**src/rtl/mfbu_pkg.sv**
```systemverilog
// ----------------------------------------------------------------------------
// mfbu_pkg
// Shared types and constants of the MSB-first bit-field unpacker.
// ----------------------------------------------------------------------------
package mfbu_pkg;

  localparam int WORD_BITS      = 32;
  localparam int VALUE_BITS     = 31;
  localparam int WIDTH_BITS     = 5;
  localparam int AVAIL_BITS     = 6;   // up to 30 leftover + 32 new bits
  localparam int ACC_BITS       = VALUE_BITS + WORD_BITS;
  localparam int DEF_COUNT_BITS = 24;
  localparam int DATA_BITS      = 32;
  localparam int ADDR_BITS      = 3;

  localparam int QUEUE_DEPTH    = 2;
  localparam int QUEUE_IDX_BITS = $clog2(QUEUE_DEPTH);
  localparam int QUEUE_CNT_BITS = $clog2(QUEUE_DEPTH + 1);

  localparam logic [WIDTH_BITS-1:0] RESET_BITS_PER_VALUE = 5'd8;

  // register indexes (word address bit)
  localparam logic REG_BITS_PER_VALUE = 1'b0;
  localparam logic REG_VALUE_COUNT    = 1'b1;

  typedef struct packed {
    logic [WIDTH_BITS-1:0] bits_per_value;
    logic                  clear_leftover;
  } mfbu_ctrl_t;

  typedef struct packed {
    logic [VALUE_BITS-1:0] value;
    logic                  last_of_word;
    logic                  last_of_grid;
  } mfbu_result_t;

  localparam int RESULT_BITS = $bits(mfbu_result_t);

endpackage

```
**src/rtl/mfbu_fifo.sv**
```systemverilog
// ----------------------------------------------------------------------------
// mfbu_fifo
// Short first-in first-out queue used between the unpacker stages.
// ----------------------------------------------------------------------------
module mfbu_fifo #(
  parameter int WIDTH = mfbu_pkg::WORD_BITS
) (
  input  logic             clk,
  input  logic             rst,
  input  logic             push,
  input  logic [WIDTH-1:0] din,
  output logic             full,
  input  logic             pop,
  output logic [WIDTH-1:0] dout,
  output logic             empty
);

  localparam int IDX = mfbu_pkg::QUEUE_IDX_BITS;
  localparam int CNT = mfbu_pkg::QUEUE_CNT_BITS;

  logic [WIDTH-1:0] mem [mfbu_pkg::QUEUE_DEPTH];
  logic [IDX-1:0]   wr_ptr;
  logic [IDX-1:0]   rd_ptr;
  logic [CNT-1:0]   count;
  logic             do_push;
  logic             do_pop;

  assign full    = (count == CNT'(mfbu_pkg::QUEUE_DEPTH));
  assign empty   = (count == '0);
  assign do_push = push && !full;
  assign do_pop  = pop && !empty;
  assign dout    = mem[rd_ptr];

  always_ff @(posedge clk) begin
    if (do_push) begin
      mem[wr_ptr] <= din;
    end
  end

  always_ff @(posedge clk) begin
    if (rst) begin
      wr_ptr <= '0;
      rd_ptr <= '0;
      count  <= '0;
    end else begin
      if (do_push) begin
        wr_ptr <= (wr_ptr == IDX'(mfbu_pkg::QUEUE_DEPTH - 1)) ? '0 : wr_ptr + 1'b1;
      end
      if (do_pop) begin
        rd_ptr <= (rd_ptr == IDX'(mfbu_pkg::QUEUE_DEPTH - 1)) ? '0 : rd_ptr + 1'b1;
      end
      if (do_push && !do_pop) begin
        count <= count + 1'b1;
      end else if (do_pop && !do_push) begin
        count <= count - 1'b1;
      end
    end
  end

endmodule

```
**src/rtl/mfbu_front.sv**
```systemverilog
// ----------------------------------------------------------------------------
// mfbu_front
// Configuration registers and input classification: words that cannot
// produce values (zero width or zero count) are taken and dropped.
// ----------------------------------------------------------------------------
module mfbu_front #(
  parameter int COUNT_BITS = mfbu_pkg::DEF_COUNT_BITS
) (
  input  logic                           clk,
  input  logic                           rst,
  input  logic                           psel,
  input  logic                           penable,
  input  logic                           pwrite,
  input  logic [mfbu_pkg::ADDR_BITS-1:0] paddr,
  input  logic [mfbu_pkg::DATA_BITS-1:0] pwdata,
  output logic [mfbu_pkg::DATA_BITS-1:0] prdata,
  input  logic                           push,
  input  logic                           q_full,
  output logic                           q_push,
  output mfbu_pkg::mfbu_ctrl_t           ctrl,
  output logic [COUNT_BITS-1:0]          value_count
);

  logic [mfbu_pkg::WIDTH_BITS-1:0] bits_per_value;
  logic                            wr_en;
  logic                            reg_idx;

  assign reg_idx = paddr[2];
  assign wr_en   = psel && penable && pwrite;

  always_ff @(posedge clk) begin
    if (rst) begin
      bits_per_value <= mfbu_pkg::RESET_BITS_PER_VALUE;
      value_count    <= '0;
    end else if (wr_en) begin
      if (reg_idx == mfbu_pkg::REG_BITS_PER_VALUE) begin
        bits_per_value <= pwdata[mfbu_pkg::WIDTH_BITS-1:0];
      end else begin
        value_count <= pwdata[COUNT_BITS-1:0];
      end
    end
  end

  always_comb begin
    if (reg_idx == mfbu_pkg::REG_BITS_PER_VALUE) begin
      prdata = mfbu_pkg::DATA_BITS'(bits_per_value);
    end else begin
      prdata = mfbu_pkg::DATA_BITS'(value_count);
    end
  end

  // a width write drops any partial value held by the back end
  assign ctrl.bits_per_value = bits_per_value;
  assign ctrl.clear_leftover = wr_en && (reg_idx == mfbu_pkg::REG_BITS_PER_VALUE);

  assign q_push = push && !q_full && (bits_per_value != '0) && (value_count != '0);

endmodule

```
**src/rtl/mfbu_back.sv**
```systemverilog
// ----------------------------------------------------------------------------
// mfbu_back
// Extraction engine: holds leftover plus current word; while r_full is low
// it slices one value per cycle, popping the next word with its last value.
// ----------------------------------------------------------------------------
module mfbu_back #(
  parameter int COUNT_BITS = mfbu_pkg::DEF_COUNT_BITS
) (
  input  logic                           clk,
  input  logic                           rst,
  input  mfbu_pkg::mfbu_ctrl_t           ctrl,
  input  logic [COUNT_BITS-1:0]          value_count,
  input  logic                           q_empty,
  input  logic [mfbu_pkg::WORD_BITS-1:0] q_word,
  output logic                           q_pop,
  input  logic                           r_full,
  output logic                           r_push,
  output mfbu_pkg::mfbu_result_t         r_data
);

  localparam int AB = mfbu_pkg::AVAIL_BITS;
  localparam int VB = mfbu_pkg::VALUE_BITS;

  logic [mfbu_pkg::ACC_BITS-1:0] acc;
  logic [AB-1:0]                 avail;
  logic                          loaded;
  logic [COUNT_BITS-1:0]         emitted;

  logic [AB-1:0]                 nb;
  logic [AB-1:0]                 avail_rem;
  logic [mfbu_pkg::ACC_BITS-1:0] shifted;
  logic [VB-1:0]                 vmask;
  logic [COUNT_BITS-1:0]         emitted_next;
  logic                          done;
  logic                          last_word;
  logic                          emit;
  logic                          word_end;
  logic [AB-1:0]                 base_avail;

  assign nb           = AB'(ctrl.bits_per_value);
  assign avail_rem    = avail - nb;
  assign shifted      = acc >> avail_rem;
  assign vmask        = (VB'(1) << ctrl.bits_per_value) - VB'(1);
  assign emitted_next = emitted + 1'b1;
  assign done         = (emitted_next == '0) || (emitted_next >= value_count);
  assign last_word    = done || (avail_rem < nb);

  assign emit       = loaded && !r_full;
  assign word_end   = emit && last_word;
  assign base_avail = word_end ? (done ? '0 : avail_rem) : avail;
  assign q_pop      = (!loaded || word_end) && !q_empty;

  assign r_push              = emit;
  assign r_data.value        = shifted[VB-1:0] & vmask;
  assign r_data.last_of_word = last_word;
  assign r_data.last_of_grid = done;

  // leftover bits sit in the low end of acc; bits above avail are stale
  always_ff @(posedge clk) begin
    if (q_pop) begin
      acc <= {acc[VB-1:0], q_word};
    end
  end

  always_ff @(posedge clk) begin
    if (rst) begin
      loaded  <= 1'b0;
      avail   <= '0;
      emitted <= '0;
    end else if (ctrl.clear_leftover) begin
      avail <= '0;
    end else begin
      if (emit) begin
        emitted <= done ? '0 : emitted_next;
      end
      if (q_pop) begin
        loaded <= 1'b1;
        avail  <= base_avail + AB'(mfbu_pkg::WORD_BITS);
      end else if (word_end) begin
        loaded <= 1'b0;
        avail  <= base_avail;
      end else if (emit) begin
        avail <= avail_rem;
      end
    end
  end

endmodule

```
**src/rtl/msb_first_bit_field_unpacker_unit.sv**
```systemverilog
// Path: an accepted word is registered in the word queue, then in the
//   extraction engine; its values then pass through the result queue.
// Throughput: one value per cycle while the result queue has room, set by
//   the single extraction shifter; a word gives 4 values at 8-bit width.
// Reset: synchronous rst clears queues, leftover bits and value count and
//   sets width 8, count 0; no clearing pass.
// ----------------------------------------------------------------------------
// msb_first_bit_field_unpacker_unit
// Unpacks MSB-first fixed-width unsigned values from a 32-bit word stream.
// ----------------------------------------------------------------------------
module msb_first_bit_field_unpacker_unit #(
  parameter int COUNT_BITS = mfbu_pkg::DEF_COUNT_BITS
) (
  input  logic                            clk,
  input  logic                            rst,
  // configuration port
  input  logic                            psel,
  input  logic                            penable,
  input  logic                            pwrite,
  input  logic [mfbu_pkg::ADDR_BITS-1:0]  paddr,
  input  logic [mfbu_pkg::DATA_BITS-1:0]  pwdata,
  output logic [mfbu_pkg::DATA_BITS-1:0]  prdata,
  output logic                            pready,
  // word input
  input  logic                            push,
  output logic                            full,
  input  logic [mfbu_pkg::WORD_BITS-1:0]  packed_word,
  // value output
  output logic                            empty,
  input  logic                            pop,
  output logic [mfbu_pkg::VALUE_BITS-1:0] value,
  output logic                            last_of_word,
  output logic                            last_of_grid
);

  mfbu_pkg::mfbu_ctrl_t            ctrl;
  logic [COUNT_BITS-1:0]           value_count;
  logic                            wq_push;
  logic                            wq_full;
  logic                            wq_empty;
  logic                            wq_pop;
  logic [mfbu_pkg::WORD_BITS-1:0]  wq_word;
  logic                            rq_push;
  logic                            rq_full;
  mfbu_pkg::mfbu_result_t          rq_din;
  mfbu_pkg::mfbu_result_t          rq_dout;

  // the port never inserts wait states
  assign pready = 1'b1;

  // Front: registers, and the decision whether a word reaches the engine.
  // Words that can yield nothing are taken without entering the word queue.
  mfbu_front #(
    .COUNT_BITS (COUNT_BITS)
  ) u_front (
    .clk         (clk),
    .rst         (rst),
    .psel        (psel),
    .penable     (penable),
    .pwrite      (pwrite),
    .paddr       (paddr),
    .pwdata      (pwdata),
    .prdata      (prdata),
    .push        (push),
    .q_full      (wq_full),
    .q_push      (wq_push),
    .ctrl        (ctrl),
    .value_count (value_count)
  );

  // full is the word queue's full: every input transaction needs a free slot
  assign full = wq_full;

  // Word queue decouples the input side from the engine.
  mfbu_fifo #(
    .WIDTH (mfbu_pkg::WORD_BITS)
  ) u_word_q (
    .clk   (clk),
    .rst   (rst),
    .push  (wq_push),
    .din   (packed_word),
    .full  (wq_full),
    .pop   (wq_pop),
    .dout  (wq_word),
    .empty (wq_empty)
  );

  // Back: slices values, tracks the grid count and flags word/grid ends.
  mfbu_back #(
    .COUNT_BITS (COUNT_BITS)
  ) u_back (
    .clk         (clk),
    .rst         (rst),
    .ctrl        (ctrl),
    .value_count (value_count),
    .q_empty     (wq_empty),
    .q_word      (wq_word),
    .q_pop       (wq_pop),
    .r_full      (rq_full),
    .r_push      (rq_push),
    .r_data      (rq_din)
  );

  // Result queue: lets the engine keep going while a value waits for pop.
  mfbu_fifo #(
    .WIDTH (mfbu_pkg::RESULT_BITS)
  ) u_result_q (
    .clk   (clk),
    .rst   (rst),
    .push  (rq_push),
    .din   (rq_din),
    .full  (rq_full),
    .pop   (pop),
    .dout  (rq_dout),
    .empty (empty)
  );

  assign value        = rq_dout.value;
  assign last_of_word = rq_dout.last_of_word;
  assign last_of_grid = rq_dout.last_of_grid;

endmodule

```
**config.mk**
```make
export PLATFORM = sky130hd
export DESIGN_NAME = msb_first_bit_field_unpacker_unit
export DESIGN_NICKNAME = d
export VERILOG_FILES = /design/src/rtl/mfbu_pkg.sv /design/src/rtl/mfbu_fifo.sv /design/src/rtl/mfbu_front.sv /design/src/rtl/mfbu_back.sv /design/src/rtl/msb_first_bit_field_unpacker_unit.sv
export SDC_FILE = /design/constraint.sdc
export NUM_CORES = 1
export LEC_CHECK = 0
export CORE_MARGIN = 2
export CORE_UTILIZATION = 45
export CTS_CLUSTER_SIZE = 20
export DETAILED_ROUTE_END_ITERATION = 8
export DONT_BUFFER_PORTS = 1
export GPL_ROUTABILITY_DRIVEN = 0
export SLEW_MARGIN = 40
export SYNTH_ARGS = -nofsm -noshare
export SYNTH_HDL_FRONTEND = slang
export SYNTH_SLANG_ARGS = --single-unit
```
**constraint.sdc**
```tcl
create_clock -name clk -period 5.8 [get_ports clk]
set_input_delay 0.29 -clock clk [delete_from_list [all_inputs] [get_ports clk]]
set_output_delay 0.29 -clock clk [all_outputs]
set_load 0.02 [all_outputs]
```
After elaboration in Yosys (flattened, before gate mapping)
Memories as Yosys holds them, arrays and structs flattened. A register that Yosys moved wholly into a read port is not among the register bits.
Index checks and enable logic that the tools add are counted.
{ "totals": {"regBits": 131, "ramBits": 130, "output_inout_bits": 68, "mem_count": 2} }
{ "classes": {"addsub": 12, "shifts": 2, "n_bitwise": 3, "order_cmp": 2, "n_reduce_logical": 43, "mux": 23, "eq_ne": 2} }
{ "memory_table": {"columns": ["memory", "words", "word_bits", "rd", "rd_ports_with_merged_regs", "write_ports", "line_no", "text"], "rows": [
  ["u_result_q.mem", 2, 33, 1, 1, 1, "mfbu_fifo.sv:21", "logic [WIDTH-1:0] mem [mfbu_pkg::QUEUE_DEPTH];"],
  ["u_word_q.mem", 2, 32, 1, 1, 1, "mfbu_fifo.sv:21", null]
]} }
{ "ops": {"columns": ["op", "n"], "rows": [
  ["$shr 63x6->31", 1],
  ["$mux 24", 2],
  ["$and 31x31->31", 1],
  ["$shl 1x5->31 const A", 1],
  ["$sub 31x2->31 const B", 1],
  ["$mux 6", 5],
  ["$add 24x1->24 const B", 1],
  ["$ge 24x24->1", 1],
  ["$logic_not 24->1", 1],
  ["$reduce_bool 24->1", 1],
  ["$logic_and 1x1->1", 17],
  ["$mux 1", 12],
  ["$logic_not 1->1", 9],
  ["$mux 2", 4],
  ["$reduce_and 2->1", 4],
  ["$add 6x6->6 const B", 1],
  ["$lt 6x5->1", 1],
  ["$reduce_bool 2->1", 3],
  ["$sub 6x5->6", 1],
  ["$reduce_bool 5->1", 1],
  ["$add 1x1->1 const B", 4],
  ["$add 2x1->2 const B", 2],
  ["$eq 2x2->1 const B", 2],
  ["$logic_not 2->1", 2],
  ["other kinds (5)", 9]
]} }

Logic depth before layout (Yosys ltp)
{ "logic_depth": {"word_depth": 11, "depth_mapped": 20, "ltp_nobuf": 19} }

Cells and area by module
A second synthesis with hierarchy kept.
{ "hier_totals": {"hier_cells": 1471, "hier_area_um2": 15431.0} }
{ "by_module_without_submodules": {"columns": ["module", "area_each_um2", "seq_area_each_um2", "instances", "cells_each"], "rows": [
  ["mfbu_back", 8927.3, 2512.4, 1, 1044],
  ["mfbu_fifo (u_result_q)", 2591.2, 2082.0, 1, 128],
  ["mfbu_fifo (u_word_q)", 2526.2, 2021.9, 1, 125],
  ["mfbu_front", 1375.1, 580.6, 1, 172],
  ["msb_first_bit_field_unpacker_unit", 11.3, 0.0, 1, 2]
]} }

Least setup slack after synthesis
No wires, ideal clock.
{ "synth_timing": {"kind": "register to register", "startpoint": "register u_front.bits_per_value[3] (netlist bit)", "endpoint": "register u_word_q.count[1]", "setup_slack_ps": 511, "synth_period_minus_slack_ps": 5289, "n_path_buf": 4, "path_stages_with_launch": 20, "arrival_time_ps": 5219, "required_ps": 5730, "cell_sequence": "dfxtp_1 -> clkbuf_1 -> inv_1 -> clkbuf_1 -> ha_1 -> o21a_1 -> or2_2 -> buf_2 -> inv_2 -> buf_1 -> ha_1 -> o21a_1 -> o21ai_0 -> nand2b_1 -> or2_2 -> a31oi_4 -> inv_1 -> ha_1 -> or3_1 -> a21oi_1"} }
{ "synth_between": {"elab_chain_len": 10} }
{ "synth_lines": {"columns": ["element", "line_no", "text"], "rows": [
  ["start: declaration", "mfbu_front.sv:24", "logic [mfbu_pkg::WIDTH_BITS-1:0] bits_per_value;"],
  ["start signal: assignment", "mfbu_front.sv:33", "bits_per_value <= mfbu_pkg::RESET_BITS_PER_VALUE;"],
  ["start signal: assignment", "mfbu_front.sv:37", "bits_per_value <= pwdata[mfbu_pkg::WIDTH_BITS-1:0];"],
  ["$sub 6x5->6", "mfbu_back.sv:41", "assign avail_rem = avail - nb;"],
  ["$lt 6x5->1 (*)", "mfbu_back.sv:46", "assign last_word = done || (avail_rem < nb);"],
  ["$logic_or 1x1->1 (*)", "mfbu_back.sv:46", null],
  ["$logic_and 1x1->1 (*)", "mfbu_back.sv:49", "assign word_end = emit && last_word;"],
  ["$logic_or 1x1->1 (*)", "mfbu_back.sv:51", "assign q_pop = (!loaded || word_end) && !q_empty;"],
  ["$logic_and 1x1->1 (*)", "mfbu_back.sv:51", null],
  ["via u_back.q_pop", "mfbu_back.sv:15", "output logic q_pop,"],
  ["$logic_and 1x1->1 (*)", "mfbu_fifo.sv:31", "assign do_pop = pop && !empty;"],
  ["$logic_not 1->1", "mfbu_fifo.sv:52", "if (do_push && !do_pop) begin"],
  ["$logic_and 1x1->1", "mfbu_fifo.sv:52", null],
  ["$mux 2 / $reduce_bool 2->1 (equally long branches)", null, null],
  ["end signal: assignment", "mfbu_fifo.sv:53", "count <= count + 1'b1;"],
  ["end signal: assignment", "mfbu_fifo.sv:55", "count <= count - 1'b1;"],
  ["end: declaration", "mfbu_fifo.sv:24", "logic [CNT-1:0] count;"]
]} }
The timed path passes the listed nets; every way through them passes the cells marked *.
A chain may end at the register's enable or synchronous reset.

Worst setup path after layout
{ "layout_timing": {"startpoint": "register u_back.emitted[0]", "endpoint": "register u_word_q.count[1]"} }
{ "layout_between": {"elab_chain_len": 11} }
{ "layout_lines": {"columns": ["element", "line_no", "text"], "rows": [
  ["start: declaration", "mfbu_back.sv:27", "logic [COUNT_BITS-1:0] emitted;"],
  ["start signal: assignment", "mfbu_back.sv:74", "emitted <= done ? '0 : emitted_next;"],
  ["$add 24x1->24 (*)", "mfbu_back.sv:44", "assign emitted_next = emitted + 1'b1;"],
  ["$ge 24x24->1 / $logic_not 24->1 (equally long branches)", "mfbu_back.sv:45", "assign done = (emitted_next == '0) || (emitted_next >= value_count);"],
  ["$logic_or 1x1->1 (*)", "mfbu_back.sv:45", null],
  ["$logic_or 1x1->1 (*)", "mfbu_back.sv:46", null],
  ["$logic_and 1x1->1 (*)", "mfbu_back.sv:49", null],
  ["$logic_or 1x1->1 (*)", "mfbu_back.sv:51", null],
  ["$logic_and 1x1->1 (*)", "mfbu_back.sv:51", null],
  ["via u_back.q_pop", "mfbu_back.sv:15", null],
  ["$logic_and 1x1->1 (*)", "mfbu_fifo.sv:31", null],
  ["$logic_not 1->1", "mfbu_fifo.sv:52", null],
  ["$logic_and 1x1->1", "mfbu_fifo.sv:52", null],
  ["$mux 2 / $reduce_bool 2->1 (equally long branches)", null, null]
]} }
Marked as above.

==> out/results.tsv <==
stage	metric	value	unit
pwr	Pwr per Cell Area	437.5	nW/µm²
synth	synth warn	0	
routing	vias per inst	5.648	
critical_path	Required @ worst endpoint	6.26	ns
synth	Syn Area/Cell	10.23	µm²
routing	routed wire length	37660	µm
floorplanning	row cnt	67	
routing	DRC viols	0	
timing	# setup viols final	0	
timing	skew final	0.02573	ns
clock_tree	Max clock buf depth	3	
floorplanning	core area	33530	µm²
pwr	Clock power frac	0.229	
layout	Finished Cell Area	17130	µm²
critical_path	Crit. End Element	register	
clock_tree	CTS tree	built	
clock_tree	CTS H-tree lvls	1	
critical_path	highest cell delay on the worst timing path	0.56	ns
timing	PnR worst setup slack	0.8734	ns
pwr	total power	7.494	mW
timing	Final Slew Violations	0	
clock_tree	clock buffer count from CTS	28	
grt	largest net degree at the start of global routing	66	
synth	async set or reset register ratio after synthesis	0	
layout	Filler Cell Count	3023	
placement	# port buffers	0	
floorplanning	Die Height	188.5	µm
timing	Max Fclk	203.0	MHz
critical_path	Worst EP arrival	5.39	ns
synth	Mapped Cells	1498	
layout	area of the multi-input gates	7445	µm²
hold_path	worst min path class	in -> reg	
clock_tree	clk sinks	262	
clock_tree	clk root buf	clkbuf_16	
grt	grt total ovfl	0	
timing	worst slew pin tran	0.8618	ns
job	total of max-cap violations	0	
grt	vias in the first global route	10610	
pwr	Peak supply drop	0.4022	mV
timing	min cycle time layout	4.927	ns
pwr	sw frac	0.3790	
layout	Layout area overhead	11.78	%
critical_path	Critical Path Most Common Cell	ha_1	
timing	Tcrit/Tclk final	0.8494	
synth	Cell Area, Synth	15320	µm²
critical_path	CP Depth	18	
critical_path	cells on worst reg2reg path	18	
critical_path	CP Launch Type	register	
critical_path	CP Buf/Inv Count	2	
critical_path	CP top delay family	simple AND/OR/NAND/NOR gates	
critical_path	Crit Path Max Fanout	9	
synth	Post-synth EDFFs	193	
layout	Post-layout nets	1618	
pwr	Pleak	6.620	nW
pwr	Internal	4.654	mW
synth	Synth cell types	79	
placement	Placement Cell Area	15640	µm²
clock_tree	Post-CTS Setup Bufs	0	
timing	unrepaired setup endpoints after global routing	false	
synth	Synth Flop Type	edfxtp_1	
timing	Final Hold Fails	0	
routing	Pre-antenna DRT Iters	9	
clock_tree	worst skew pair latency	0.55	ns
layout	final core utilization	0.5108	
critical_path	Setup Crit Path Kind	reg -> reg	
critical_path	slowest CP cell	nor3_1	
layout	Seq. cell area	7177	µm²
floorplanning	I/O Pins	142	
synth	post-synthesis sequential area ratio	0.4684	
clock_tree	Reg clk slew, reported paths	0.06	ns
synth	Seq cells post-synth	262	
pwr	Seq pwr share	0.375	
critical_path	R2R Setup Slk	0.87	ns
floorplanning	Chip Width	188.5	µm
pwr	P_sw	2.840	mW
routing	Wirelength per Cell	19.07	µm
pwr	combinational power share	0.396	
floorplanning	initial core utilization	0.4570	
routing	initial detailed-routing violation count	992	
grt	global-route wire length before repair	59680	µm
critical_path	worst r2r dst	u_word_q.count[1]	
layout	Ant. Diodes	0	
critical_path	Reg-to-Reg Start	u_back.emitted[0]	
critical_path	CP Launch Point	u_back.emitted[0]	
floorplanning	die area	35540	µm²
timing	Fin Setup TNS	0	ns
layout	share of cells above drive strength 1	0.1270	
routing	vias	11160	
timing	Slew Limit Headroom	0.4202	
placement	dpl hpwl	26640	µm
critical_path	critical path, cell by cell	ha_1, nand3_2, nor3_1, nand4_1, xor2_1, inv_1, ha_1, nand4_1, nor2_1, a221oi_1, o211ai_1, a311o_1, a31oi_4, a31oi_4, inv_1, ha_1, or3_1, a21oi_1	
outcome	status	completed	
grt	initial antenna violation count	0	
grt	Tot GR Track Use	0.2082	
routing	Antenna Nets Post-Route	0	
critical_path	CP Capture Point	u_word_q.count[1]	
placement	pre-CTS setup slack	0.9503	ns
-- power by group through the flow --
stage | Clock, mW | Combinational (mW) | Sequential [mW]
after floorplan | 0 | 2.19 | 2.77
after global placement | 0 | 2.86 | 2.83
after detailed placement | 0 | 2.89 | 2.85
after CTS | 1.76 | 2.95 | 2.81
after global routing | 1.84 | 3.24 | 2.85
final | 1.72 | 2.97 | 2.81
-- metal layers --
metal	global-route usage	up-vias	routed length (µm)
met5	0	-	0
met4	0.04657	0	703
met3	0.02589	53	2149
met2	0.3214	345	16750
met1	0.3125	5310	18060
li1	-	5447	-
-- layout make-up --
cell class / instances / share of cell area
clock buffer: 34 / 0.04346
clock inverter: 18 / 0.008254
inverter: 56 / 0.01242
multi-input combinational: 1071 / 0.4346
sequential: 262 / 0.4190
tap: 448 / 0.03272
timing repair buffer: 86 / 0.04953
-- placed cells by master (no fill, tap or decap), drive strengths merged, types with 18 or more instances in the layout --
master,netlist,final
nand2,199,199
edfxtp,193,193
mux2i,153,153
nor2,122,122
a21oi,89,89
mux2,83,83
dfxtp,69,69
dlygate4sd3,1,58
o21ai,58,58
inv,55,56
nand3,41,41
ha,38,38
clkbuf,64,34
nor3,28,28
buf,51,28
a211oi,25,25
xnor2,21,21
a31oi,20,20
nand4,18,18
-- registers in the layout, indices dropped and copies added (netlist names), named ones only --
| register | count |
|---|---|
| u_back.loaded | 1 |
| u_result_q.wr_ptr | 1 |
| u_result_q.mem | 66 |
| u_front.value_count | 24 |
| u_word_q.mem | 64 |
| u_result_q.rd_ptr | 1 |
| u_word_q.count | 2 |
| u_word_q.rd_ptr | 1 |
| u_back.avail | 6 |
| u_back.emitted | 24 |
| u_back.acc | 63 |
| u_front.bits_per_value | 5 |
| u_result_q.count | 2 |
| u_word_q.wr_ptr | 1 |
-- repair_timing --
item	4_1_cts	5_1_grt
gates resized for setup	0	0
hold buffers	59	0
hold endpoints to repair	127	0
-- worst min path at each step --
stage                        start                endpoint  slack (ns)  depth (start not counted)
CTS                            pop                register        0.06                          3
finish                         pop                register        0.08                          3
global placement               rst  u_front.value_count[5]        0.37                          1
detailed placement             rst  u_front.value_count[5]        0.37                          1
global route                   rst     u_result_q.count[0]        0.11                          2
floorplan           packed_word[0]      u_word_q.mem[0][0]        0.39                          0
-- worst min-delay path: cells and delay by family --
kind,cells,cell delay (ns)
xor+xnor,1,0.10
simple gates,1,0.07
compound gates,1,0.11
-- synthesized netlist by cell type, drive strengths merged (3+ instances only) --
cell / n / area share
o211ai: 7 / 0.0034
a21o: 9 / 0.0044
nand3: 41 / 0.014
or3: 10 / 0.0042
nand2b: 3 / 0.0012
mux4: 7 / 0.010
buf: 51 / 0.021
a22oi: 3 / 0.0015
nand2: 199 / 0.049
ha: 38 / 0.031
nand4: 18 / 0.0083
o21ai: 58 / 0.019
o22ai: 4 / 0.0016
xnor2: 21 / 0.012
or2: 7 / 0.0029
mux2: 83 / 0.061
and3: 13 / 0.0053
o311a: 3 / 0.0020
a221oi: 9 / 0.0051
o21a: 10 / 0.0049
inv: 55 / 0.013
xor2: 15 / 0.0096
mux2i: 153 / 0.10
a31oi: 20 / 0.010
nor2: 122 / 0.030
nor3: 28 / 0.0098
a21oi: 89 / 0.029
nor2b: 10 / 0.0041
and2: 5 / 0.0021
clkbuf: 64 / 0.016
edfxtp: 193 / 0.38
a211o: 4 / 0.0023
a311oi: 6 / 0.0034
a211oi: 25 / 0.012
o31ai: 3 / 0.0018
nor4: 10 / 0.0060
dfxtp: 69 / 0.090
-- cells by family (layout without fill, tap and decap cells) --
| kind of cell | count (synthesis) | in the layout | synth area share |
|---|---|---|---|
| xor gates and xnor gates | 36 | 36 | 0.02156 |
| adders and majority gates | 39 | 39 | 0.03233 |
| muxes | 243 | 243 | 0.1715 |
| AOI/OAI and AO/OA | 266 | 266 | 0.1113 |
| DFF | 262 | 262 | 0.4684 |
| other | 2 | 9 | 0.0004901 |
| and+or+nand+nor | 478 | 478 | 0.1432 |
| buffers and inverters | 172 | 194 | 0.05128 |
-- metrics by stage --
stage / hold slack [ns] / instances
3_3_place_gp: 0.3651 / 1860
5_1_grt: 0.1119 / 1975
4_1_cts: 0.06215 / 1975
6_report: 0.07528 / 1975
2_1_floorplan: 0.3889 / 1505
3_5_place_dp: 0.3658 / 1864
Note: power is estimated with default switching activity, not from simulation.
